--- src/hdl/plist_pkg.sv ---
// Shared types, constants and control structures for the positional list core.
package plist_pkg;

    localparam int CAPACITY  = 64;
    localparam int VAL_W     = 32;
    localparam int OP_W      = 3;
    localparam int POS_W     = 7;
    localparam int ST_W      = 3;
    localparam int CNT_OUT_W = 7;
    localparam int CNT_W     = $clog2(CAPACITY + 1);
    localparam int K_W       = (CNT_W > POS_W) ? CNT_W : POS_W;
    localparam int LEVELS    = $clog2(CAPACITY);
    localparam int FOLD_N    = 1 << LEVELS;
    localparam int STEP_W    = $clog2(LEVELS + 1);
    localparam int IN_BITS   = OP_W + POS_W + VAL_W;
    localparam int OUT_BITS  = VAL_W + ST_W + CNT_OUT_W;
    localparam int IN_W      = ((IN_BITS + 7) / 8) * 8;
    localparam int OUT_W     = ((OUT_BITS + 7) / 8) * 8;

    typedef enum logic [OP_W-1:0] {
        OP_INS_FRONT = 3'd0,
        OP_INS_BACK  = 3'd1,
        OP_INS_AT    = 3'd2,
        OP_DEL_FRONT = 3'd3,
        OP_DEL_BACK  = 3'd4,
        OP_DEL_AT    = 3'd5,
        OP_DEL_VALUE = 3'd6,
        OP_READ      = 3'd7
    } op_t;

    typedef enum logic [ST_W-1:0] {
        ST_OK       = 3'd0,
        ST_FULL     = 3'd1,
        ST_EMPTY    = 3'd2,
        ST_BADPOS   = 3'd3,
        ST_NOTFOUND = 3'd4
    } status_t;

    typedef enum logic [2:0] {
        S_IDLE,
        S_LOAD,
        S_SCAN,
        S_LOADF,
        S_FOLD,
        S_APPLY
    } state_t;

    typedef enum logic [1:0] {
        CM_HOLD,
        CM_LOAD,
        CM_SCAN,
        CM_APPLY
    } cell_mode_t;

    typedef struct packed {
        cell_mode_t        mode;
        logic              by_value;
        logic              shift_up;
        logic              shift_dn;
        logic [K_W-1:0]    k;
        logic [K_W-1:0]    cnt;
        logic [VAL_W-1:0]  val;
    } cell_ctl_t;

endpackage

--- src/hdl/plist_cell.sv ---
// One list cell: holds an entry and its position mark, shifts with its neighbors.
module plist_cell (
    input  logic                              clk,
    input  logic                              rst_n,
    input  plist_pkg::cell_ctl_t              ctl,
    input  logic [plist_pkg::K_W-1:0]         idx,
    input  logic                              mark_prev,
    input  logic                              mark_far,
    input  logic [plist_pkg::VAL_W-1:0]       v_prev,
    input  logic [plist_pkg::VAL_W-1:0]       v_nxt,
    output logic                              mark,
    output logic [plist_pkg::VAL_W-1:0]       v,
    output logic [plist_pkg::VAL_W-1:0]       sel_v
);

    logic                          mark_reg;
    logic                          mark_next;
    logic [plist_pkg::VAL_W-1:0]   v_reg;
    logic [plist_pkg::VAL_W-1:0]   v_next;

    always_comb
    begin
        mark_next = mark_reg;
        v_next    = v_reg;
        unique case (ctl.mode)
            plist_pkg::CM_LOAD:
            begin
                if (ctl.by_value)
                begin
                    mark_next = (v_reg == ctl.val) && (idx < ctl.cnt);
                end
                else
                begin
                    mark_next = (idx >= ctl.k);
                end
            end
            plist_pkg::CM_SCAN:
            begin
                mark_next = mark_reg | mark_far;
            end
            plist_pkg::CM_APPLY:
            begin
                if (ctl.shift_up && mark_reg)
                begin
                    v_next = mark_prev ? v_prev : ctl.val;
                end
                else if (ctl.shift_dn && mark_reg)
                begin
                    v_next = v_nxt;
                end
            end
            default:
            begin
                mark_next = mark_reg;
            end
        endcase
    end

    always_ff @(posedge clk or negedge rst_n)
    begin
        if (!rst_n)
        begin
            mark_reg <= 1'b0;
        end
        else
        begin
            mark_reg <= mark_next;
        end
    end

    always_ff @(posedge clk)
    begin
        v_reg <= v_next;
    end

    assign mark  = mark_reg;
    assign v     = v_reg;
    assign sel_v = (mark_reg && !mark_prev) ? v_reg : '0;

endmodule

--- config.mk ---
export PLATFORM = sky130hd
export DESIGN_NAME = plist_cell
export DESIGN_NICKNAME = d
export VERILOG_FILES = /design/src/hdl/plist_pkg.sv /design/src/hdl/plist_cell.sv
export SDC_FILE = /design/constraint.sdc
export NUM_CORES = 1
export LEC_CHECK = 0
export ABC_AREA = 1
export BUFFER_PORTS_ARGS = -buffer_cell sky130_fd_sc_hd__buf_2
export CAP_MARGIN = 30
export CELL_PAD_IN_SITES_DETAIL_PLACEMENT = 1
export CELL_PAD_IN_SITES_GLOBAL_PLACEMENT = 2
export CORE_ASPECT_RATIO = 1.75
export CORE_UTILIZATION = 21
export CTS_CLUSTER_SIZE = 20
export DETAILED_ROUTE_END_ITERATION = 6
export GPL_TIMING_DRIVEN = 0
export PLACE_DENSITY = 0.94
export SYNTH_ARGS = -nofsm -noshare
export SYNTH_HDL_FRONTEND = slang
export SYNTH_SLANG_ARGS = --single-unit
--- constraint.sdc ---
create_clock -name clk -period 3.3 [get_ports clk]
set_input_delay 0.33 -clock clk [delete_from_list [all_inputs] [get_ports clk]]
set_output_delay 0.33 -clock clk [all_outputs]
set_load 0.03 [all_outputs]
* Word-level counts from Yosys, hierarchy flattened *
Cells that the tools add are included.

storage, ports and cells
  bits in registers = 33
  output and inout port bits = 65

operators by class
  order comparisons = 2
  eq/ne operators = 4
  mux-type cells = 6
  bitwise logic cells = 1
  reductions and logical operators = 8

operators with widths
  kind                                                 count
  2-to-1 mux 32 bit                                    4
  equality test 32 bit                                 1
  greater-or-equal comparator 7 bit                    1
  < comparator 7 bit                                   1
  equality test 2 bit, second input constant           2
  logical AND 1 bit                                    4
  nonzero test 2 bit                                   2
  equality test 2 x 1 -> 1 bit, second input constant  1
  one-hot mux 1 bit (2 select lines)                   1
  AND reduction 2 bit                                  1
  zero test 1 bit                                      1
  2-to-1 mux 1 bit                                     1
  OR 1 bit                                             1

* Longest topological paths before layout *
Gate-level depths: netlist of the first run.

  depth in word-level cells = 4
  depth in mapped cells = 11
  mapped depth without buffers = 11

* Worst setup path before layout of the first run *
Ideal clock, no wire load.

  path type = reg2reg
  from = register mark_reg, in the netlist mark
  to = register v_reg (netlist bit v[0]), enable pin
  setup time = 0.387 ns
  arrival = 1.334 ns
  path slack = 1.579 ns
  cell stages (with the launch flop) = 2
  path buffers = 0
  period minus slack after synthesis = 1.721 ns
  cell sequence = dfrtp_1 o211a_1

on the way
  longest elaborated chain between the ends = 3
  elaborated cells between the ends (all ways) = 4
  those cells by class = 4 x reduce/logical

ends and longest elaborated chain
  element                               line                                source
  start: declaration                    plist_cell.sv:16                    logic mark_reg;
  start signal: assignment              plist_cell.sv:67                    mark_reg <= mark_next;
  logical AND 1 bit (on tied branches)  plist_cell.sv:43, plist_cell.sv:47
  nonzero test 2 bit (no line) *        n/a
  AND reduction 2 bit (no line) *       n/a
  end signal: assignment                plist_cell.sv:73                    v_reg <= v_next;
  end: declaration                      plist_cell.sv:18                    logic [plist_pkg::VAL_W-1:0] v_reg;

Every way passes the cells marked *; elsewhere a longest branch is shown, timed or not.
A chain may end at the register's enable or synchronous reset.

* Worst setup path in the final report of the first run *
  from = register mark_reg, in the netlist mark
  to = output sel_v[28] (netlist bit)

on the way
  longest elaborated chain between the ends = 2

ends and longest elaborated chain
  element            line              source
  logical AND 1 bit  plist_cell.sv:78  assign sel_v = (mark_reg && !mark_prev) ? v_reg : '0;
  2-to-1 mux 32 bit  plist_cell.sv:78
  end: declaration   plist_cell.sv:13  output logic [plist_pkg::VAL_W-1:0] sel_v

Every way passes these cells.

==> out/metrics.cfg, run 1 <==
[die]
die_w_um=90.2
rows=56
design.core.area_mm2=0.0133
num_io_pins=191
die_h_um=156
dieArea_mm2=0.0141
initial_utilization_pct=21.5

[critical_path]
crit_top_cell=buf_2
cp-end-kind=output port
path_class=register to output port
arrival_ns=1.51
worstPathCellList=nand2_1 -> buf_2 -> nor2_1 -> buf_2
crit_buf_inv=2
critPathTopFamily=buffers and inverters
cp_slowest_cell=dfrtp_1
crit_path_start_kind=register
crit_path_max_fanout=10
critical_path_required_ns=2.97
max_stage_delay_ns=0.43
ff2ff_setup_slack_ns=1.79

[yosys]
synth_common_cells=nand2_1 (140), nor2_1 (84), inv_1 (81)
syn_avg_cell_area_um2=6.27
yosys.area.top_type=edfxtp_1
yosys_warnings=0
yosysTopAreaCellShare_pct=33.6
syn_inst=456
synth_flop_cell=edfxtp_1
synth_cell_types=19
seq_area_frac_synth_pct=34.5
synth_most_common_cell=nand2_1
synthArstFlopShare_pct=3.03
syn_nets=597
syn_area_mm2=0.00286
synth_area_leaders=edfxtp_1 (34%), nand2_1 (18%), a21oi_1 (12%), nor2_1 (11%), inv_1 (11%)
ys_ff_latch=33
synth-edff-count=32

[timing]
fmax_ghz=0.544
period_needed_ns=1.84
final-max-slew-violation-count=0
timing.final.ws_setup_ns=1.46
worstMarginPinSlew_ns=0.533
post-route-period-util_pct=55.7
fin_skew_ns=0.00336
finalHoldViolCount=0
tns_ns=0
rsz0062_at_grt=no
setup_viol=0
maxSlewHeadroom_pct=64.5

[power_and_ir_drop]
ir_drop_mv=0.175
power.density_mw_per_mm2=360
p_leak_nw=2.45

[global_route]
grt_pass1_vias=3897
grt_max_degree=22
grt_overflow=0
antenna_found_initial=0
grt_pass1_wl_um=19600
grtUsageTotal_pct=18.3

[routing]
num_vias=3583
drt_pass1_iterations=4
drtAntennaViolNets=0
vias_per_cell=4.33
routedWlPerCell_um=15.7
dr.first_iter.drc_count=104
routed_wl_um=13000
drc_errors=0

[clock_network]
ctsRootBufferMaster=clkbuf_16
insertion_delay_ns=0.28
h-tree-depth=2
clock_path_buffers=2
cts_tree=built
path_clk_slew_ns=0.05
postCtsSetupBuffers=0
cts_hold_buf=1
cts_buffers=5
cts_resized=0
clock_sinks=33

[layout]
drive_gt1_share_pct=32.6
final_area_mm2=0.00419
num-nets-final=795
area_growth_pct=46.5
largest_reg_flops=32
post-route-util_pct=31.5
fillers=1810
diodes=0

[hold_path]
hp-class=input port to async pin

[placed_design]
dp_worst_setup_slack_ns=1.45
portBuffers=189
dp_hpwl_um=10900
place_congestion=0.785
place_area_mm2=0.00405

[flow_run]
max-cap-violations=0

[outcome]
status=completed

## through the flow
step                hold slack (ns)  std cells  power (mW)
floorplan                    0.0344        456       0.831
detailed placement            0.111        820        1.07
finish                        0.347        827        1.51
CTS                           0.363        827        1.53
global placement              0.105        819        1.04
global route                  0.352        827        1.59
## path summary, 6_finish.rpt
check,from,end,cells after the start
worst max-delay path,mark,sel_v[28],4
worst min-delay path,rst_n,mark,2
worst max register to register,mark,v[26],2
worst min register to register,mark,mark,2
max in group asynchronous,rst_n,mark,2
min in group clk,v_nxt[7],v[7],3
## layout make-up
| cell class | count | area, um^2 | share of cell area [%] |
|---|---|---|---|
| clock inverters | 1 | 5.00 | 0.119 |
| plain buffers | 16 | 77.6 | 1.85 |
| well taps | 174 | 218 | 5.19 |
| flip-flops and latches | 33 | 986 | 23.5 |
| multi-input cells | 325 | 1490 | 35.5 |
| inverters | 82 | 308 | 7.34 |
| repair buffers | 191 | 983 | 23.5 |
| clock buffers | 5 | 125 | 2.99 |
## power breakdown
group          switching [mW]  internal [mW]
Clock                   0.189          0.270
Sequential             0.0167          0.497
Combinational           0.353          0.184
Total                   0.559          0.951
## metal layers
metal	wire [um]	up-vias	global-route usage [%]
li1	-	1797	-
met1	4630	1662	17.2
met2	7450	104	38.1
met3	492	20	2.62
met4	397	0	7.91
met5	0	-	0
## worst reg2reg max path, delay by kind of cell (launching register included)
family                 cells  cell delay [ns]
AOI/OAI and AO/OA          1             0.53
DFF                        1             0.43
buffers and inverters      1             0.24
## placed cells by master, fill, tap and decap left out, types with 2 or more instances in the layout
| cell | instances |
|---|---|
| buf_2 | 203 |
| nand2_1 | 140 |
| nor2_1 | 84 |
| inv_1 | 81 |
| a21oi_1 | 67 |
| edfxtp_1 | 32 |
| ha_1 | 15 |
| nand3_1 | 5 |
| clkbuf_16 | 5 |
| o21ai_0 | 4 |
| xnor2_1 | 3 |
| clkbuf_1 | 2 |
| o21bai_1 | 2 |
## cell families after synthesis
family	after synthesis	share of synthesized area, %
AND/OR/NAND/NOR	231	30.7
buffers and inverters	98	13.5
AO/OA/AOI/OAI	75	13.6
flip-flops	33	34.5
adder cells (fa/ha/maj)	15	6.56
XOR/XNOR	4	1.23
Note: power is estimated with default switching activity, not from simulation.
==> inputs of run 2 (changes only) <==
--- a/config.mk
+++ b/config.mk
@@ -11,11 +11,11 @@
 export CELL_PAD_IN_SITES_DETAIL_PLACEMENT = 1
 export CELL_PAD_IN_SITES_GLOBAL_PLACEMENT = 2
 export CORE_ASPECT_RATIO = 1.75
-export CORE_UTILIZATION = 21
+export CORE_UTILIZATION = 20
 export CTS_CLUSTER_SIZE = 20
 export DETAILED_ROUTE_END_ITERATION = 6
 export GPL_TIMING_DRIVEN = 0
-export PLACE_DENSITY = 0.94
+export PLACE_DENSITY = 0.9
 export SYNTH_ARGS = -nofsm -noshare
 export SYNTH_HDL_FRONTEND = slang
 export SYNTH_SLANG_ARGS = --single-unit
==> constraint.sdc (replaced) <==
create_clock -name clk -period 1.7 [get_ports clk]
set_input_delay 0.17 -clock clk [delete_from_list [all_inputs] [get_ports clk]]
set_output_delay 0.17 -clock clk [all_outputs]
set_load 0.03 [all_outputs]
==> run 2 against run 1 <==
  * Sequential cell count is the same
  * Wire length shrank 0.98%
  * Sequential power grew 94%
  * Die area grew 4.9%
  * Final area grew 1.1%
  * Clock skew grew 0.0040 ns
  * Clock-buffer cell count grew 1
  * Sequential share of layout area shrank 0.23 points
  * Global-route usage shrank 0.57 points
  * First-iteration DRC count grew 14%
  * Clock power grew 130%
  * Critical path depth is the same
==> out/metrics.cfg, run 2 (same netlist as run 1, synthesis figures left out) <==
[outcome]
status=completed

[hold_path]
min_from=v_nxt[4]
hold_depth=3
hp-class=input port to register
hold_end=v[4]

[timing]
post-route-period-util_pct=92.1
period_needed_ns=1.57
timing.final.ws_setup_ns=0.135  ; -1.33 ns
worstMarginPinSlew_ns=0.652  ; +0.119 ns
maxSlewHeadroom_pct=56.5  ; -8.0 points
final-max-slew-violation-count=0  ; unchanged
fmax_ghz=0.639
finalHoldViolCount=0  ; unchanged
rsz0062_at_grt=no
tns_ns=0  ; unchanged
fin_skew_ns=0.00736  ; +0.00400 ns
holdWs_ns=0.208  ; -0.139 ns
setup_viol=0  ; unchanged

[global_route]
grtUsageTotal_pct=17.7  ; -0.57 points
grt_pass1_wl_um=19800  ; +0.99%
grt_overflow=0  ; unchanged
grt_max_degree=18  ; -18%
grt_pass1_vias=3762  ; -3.5%
antenna_found_initial=0  ; unchanged

[routing]
routed_wl_um=12800  ; -0.98%
drtAntennaViolNets=0  ; unchanged
dr.first_iter.drc_count=119  ; +14%
vias_per_cell=4.29  ; -0.93%
drt_pass1_iterations=6  ; +2
drc_errors=0  ; unchanged
num_vias=3571  ; -0.33%
routedWlPerCell_um=15.4  ; -1.6%

[clock_network]
path_clk_slew_ns=0.06  ; about the same
cts_buffers=5  ; unchanged
clock_path_buffers=2  ; unchanged
ctsRootBufferMaster=clkbuf_16
clock_sinks=33  ; unchanged
cts_tree=built
insertion_delay_ns=0.29  ; about the same
h-tree-depth=2  ; unchanged
postCtsSetupBuffers=0  ; unchanged

[layout]
diodes=0  ; unchanged
final_common_cell=buf_2
drive_gt1_share_pct=32.8  ; +0.21 points
fillers=1854  ; +2.4%
area_growth_pct=48.2
final_cell_mix=buf_2 (200), nand2_1 (139), nor2_1 (84), inv_1 (81), a21oi_1 (67)
num-nets-final=795  ; unchanged
largest_reg_flops=32  ; unchanged

[die]
num_io_pins=191  ; unchanged
design.core.area_mm2=0.0139  ; +4.5%
die_w_um=92.4  ; +2.4%
die_h_um=160  ; +2.4%
initial_utilization_pct=20.6  ; -0.92 points
dieArea_mm2=0.0148  ; +4.9%
rows=57  ; +1.8%

[critical_path]
max_stage_delay_ns=0.41  ; -0.02 ns
reg2reg_from=mark
critPathTopFamily=buffers and inverters
crit_path_start_kind=register
path_class=register to output port
arrival_ns=1.40  ; -0.11 ns
crit_path_max_fanout=10  ; unchanged
ff2ff_setup_slack_ns=0.17  ; -1.62 ns
r2r-end=v[5]
crit_buf_inv=2  ; unchanged
cp-end-kind=output port
startpoint=mark
worstPathCellList=nand2_2 -> buf_4 -> nor2_1 -> buf_2
critical_path_required_ns=1.53  ; -1.44 ns
r2r_cells=2  ; unchanged
cp_slowest_cell=dfrtp_2

[flow_run]
max-cap-violations=0  ; unchanged

[power_and_ir_drop]
ir_drop_mv=0.323  ; +85%
power.density_mw_per_mm2=733  ; +100%
p_leak_nw=2.46  ; +0.68%
power_mw=3.11  ; +110%

[placed_design]
place_congestion=0.796  ; +1.4%
portBuffers=189  ; unchanged
dp_hpwl_um=10800  ; -1.2%
dp_worst_setup_slack_ns=0.0770  ; -1.38 ns

[run 2: cell type report]
class / instances / area (um^2) / area share (%)
clock buffer: 6 / 129 / 3.04
inverter: 82 / 308 / 7.26
timing repair buffer: 191 / 983 / 23.2
clock inverter: 2 / 33.8 / 0.797
tap: 177 / 221 / 5.22
buffer: 16 / 85.1 / 2.01
multi-input combinational: 325 / 1490 / 35.2
sequential: 33 / 987 / 23.3
[run 2: how the worst max path moves through the flow]
stage | slack, ns | end | cells past startpoint
finish | 0.13 | sel_v[28] | 4
global route | 0.07 | sel_v[28] | 4
CTS | 0.01 | sel_v[28] | 4
detailed placement | 0.08 | v[3] | 2
global placement | -0.06 | v[30] | 1
floorplan | 0.15 | v[0] | 1
[run 2: what timing repair did]
item,4_1_cts,5_1_grt
gates resized for setup,1,7
endpoints found under the hold margin,1,0
hold buffers,1,0
endpoints found under the setup margin,3,30
[run 2: worst register-to-register path, delay by kind of cell (launching register included)]
family,cells,cell delay (ns)
AO/OA/AOI/OAI,1,0.58
buffers and inverters,1,0.24
flip-flops,1,0.41
[run 2: layer usage]
layer	wire length (um)	vias to the layer above	global-route usage, %	part of all wire (%)
li1	-	1796	-	-
met1	4730	1663	18.2	37
met2	7280	100	35.2	57
met3	547	12	2.24	4.3
met4	291	0	6.53	2.3
met5	0	-	0	0
[run 2: power breakdown]
part | switching (mW) | leakage, nW | internal, mW
clock | 0.380 | 0.0785 | 0.688
combinational | 0.679 | 2.08 | 0.361
sequential | 0.0320 | 0.302 | 0.965
[run 2: metrics by stage]
| step | util, % | area [um^2] | cells |
|---|---|---|---|
| 6_report | 30.5 | 4240 | 832 |
| 5_1_grt | 30.5 | 4240 | 832 |
| 4_1_cts | 30.4 | 4230 | 832 |
| 3_5_place_dp | 29.2 | 4060 | 823 |
| 3_3_place_gp | 29.0 | 4030 | 822 |
| 2_1_floorplan | - | 2860 | 456 |
==> inputs of run 3 (changes only) <==
==> constraint.sdc (replaced) <==
create_clock -name clk -period 1.6 [get_ports clk]
set_input_delay 0.16 -clock clk [delete_from_list [all_inputs] [get_ports clk]]
set_output_delay 0.16 -clock clk [all_outputs]
set_load 0.03 [all_outputs]
==> run 3 against run 2 <==
  * Setup slack got worse by 0.071 ns
  * Die area stayed put
  * Cell count did not move
  * Utilization rose by 0.14 points
  * Critical path type unchanged
  * Non-clock buffer count unchanged
  * Critical path depth unchanged
  * Sequential cell count unchanged
  * Wire length grew 0.27%
  * Largest cell class unchanged
  * Register-to-register slack got worse by 0.03 ns
  * Combinational power rose by 7%
  * Final area is 0.47% higher
==> out/metrics.cfg, run 3 (same netlist as run 1, synthesis figures left out) <==
[critical_path]
startpoint=mark
crit_path_max_fanout=10  ; unchanged
crit_end=sel_v[28]
r2r-end=mark
reg2reg_from=v[1]
crit_path_start_kind=register
r2r_cells=9  ; +7
path_class=register to output port
cp-end-kind=output port
critical_path_required_ns=1.44  ; -0.09 ns
ff2ff_setup_slack_ns=0.14  ; -0.03 ns
arrival_ns=1.38  ; -0.02 ns

[power_and_ir_drop]
switchingPower_mw=1.16  ; +6.6%
p_leak_nw=2.47  ; +0.13%
p_int_mw=2.15  ; +6.5%
seq_power_share_pct=32.1  ; about the same
power.density_mw_per_mm2=777  ; +6.1%
ir_drop_mv=0.345  ; +6.6%
power_switching_share_pct=35.1  ; about the same
combPwrFrac_pct=33.7  ; +0.2 points
power_mw=3.31  ; +6.6%
clock_power_share_pct=34.3  ; about the same

[die]
die_w_um=92.4  ; unchanged
design.core.area_mm2=0.0139  ; unchanged
die_h_um=160  ; unchanged
dieArea_mm2=0.0148  ; unchanged
rows=57  ; unchanged
initial_utilization_pct=20.6  ; unchanged
num_io_pins=191  ; unchanged

[routing]
vias_per_cell=4.33  ; +0.81%
routedWlPerCell_um=15.5  ; +0.27%
drc_errors=0  ; unchanged
drtAntennaViolNets=0  ; unchanged
routed_wl_um=12900  ; +0.27%
drt_pass1_iterations=5  ; -1
num_vias=3600  ; +0.81%
dr.first_iter.drc_count=119  ; unchanged

[timing]
maxSlewHeadroom_pct=56.7  ; +0.17 points
setup_viol=0  ; unchanged
holdWs_ns=0.197  ; -0.0104 ns
finalHoldViolCount=0  ; unchanged
fin_skew_ns=0.00723  ; -0.000134 ns
period_needed_ns=1.54
final-max-slew-violation-count=0  ; unchanged
post-route-period-util_pct=96.0
rsz0062_at_grt=yes
fmax_ghz=0.651
worstMarginPinSlew_ns=0.649  ; -0.00249 ns

[clock_network]
cts_tree=built
ctsRootBufferMaster=clkbuf_16
path_clk_slew_ns=0.06  ; about the same
insertion_delay_ns=0.29  ; about the same
clock_path_buffers=2  ; unchanged
h-tree-depth=2  ; unchanged
clock_sinks=33  ; unchanged
cts_buffers=5  ; unchanged

[global_route]
grt_pass1_vias=3757  ; -0.13%
grt_overflow=0  ; unchanged
grtUsageTotal_pct=17.8  ; +0.020 points
grt_max_degree=18  ; unchanged
antenna_found_initial=0  ; unchanged
grt_pass1_wl_um=19800  ; about the same

[flow_run]
max-cap-violations=0  ; unchanged

[layout]
area_growth_pct=48.9
diodes=0  ; unchanged
largest_reg_flops=32  ; unchanged
final_common_cell=buf_2
drive_gt1_share_pct=33.0  ; +0.15 points
final_cell_mix=buf_2 (196), nand2_1 (139), nor2_1 (83), inv_1 (81), a21oi_1 (67)
num-nets-final=795  ; unchanged
fillers=1850  ; -0.22%

[hold_path]
hp-class=input port to async pin

[placed_design]
dp_hpwl_um=10800  ; unchanged
portBuffers=189  ; unchanged
place_congestion=0.796  ; unchanged

[outcome]
status=completed

run 3: how the worst min path moves through the flow:
stage | endpoint | slack, ns
after global routing | mark | 0.20
after floorplan | mark | -0.14
after CTS | mark | 0.19
after detailed placement | mark | -0.06
after global placement | mark | -0.06
final | mark | 0.20
run 3: per-layer routing:
layer / up-vias / GRT usage, % / routed length [um]
li1: 1796 / - / -
met1: 1683 / 18.2 / 4680
met2: 109 / 35.3 / 7300
met3: 12 / 2.24 / 603
met4: 0 / 6.53 / 291
met5: - / 0 / 0
run 3: worst max-delay path, stage by stage, from the launching register on:
cell and delay, ns:
dfrtp_2 0.42, nand2_2 0.12, buf_4 0.21, nor2_1 0.16, buf_4 0.19
run 3: per-stage QoR:
step / area (um^2) / std cells / setup slack (ns) / setup TNS [ns] / util, %
2_1_floorplan: 2860 / 456 / 0.0475 / 0 / -
3_3_place_gp: 4030 / 822 / -0.164 / -5.13 / 29.0
3_5_place_dp: 4060 / 823 / -0.0230 / -0.350 / 29.2
4_1_cts: 4240 / 832 / 0.00994 / 0 / 30.5
5_1_grt: 4260 / 832 / -0.00949 / -0.0332 / 30.6
6_report: 4260 / 832 / 0.0634 / 0 / 30.6
run 3: cell type report:
type | count | area [um^2] | area share [%]
plain buffers | 16 | 85.1 | 2.00
clock buffers | 6 | 129 | 3.03
clock inverters | 2 | 33.8 | 0.793
inverters | 82 | 308 | 7.23
multi-input cells | 325 | 1500 | 35.3
flip-flops and latches | 33 | 987 | 23.2
well taps | 177 | 221 | 5.20
repair buffers | 191 | 993 | 23.3
run 3: power by group through the flow:
stage                     clock, mW  sequential, mW  combinational [mW]
after global placement            0            1.08                1.08
after global routing           1.20            1.07                1.24
final                          1.14            1.06                1.11
after detailed placement          0            1.08                1.12
after CTS                      1.17            1.06                1.14
after floorplan                   0            1.15               0.563
run 3: what timing repair did:
item                                   CTS  global route
hold buffers                             1             0
setup endpoints to repair               46            20
gates resized for setup                  6             7
endpoints found under the hold margin    1             0
buffers inserted                         0             0
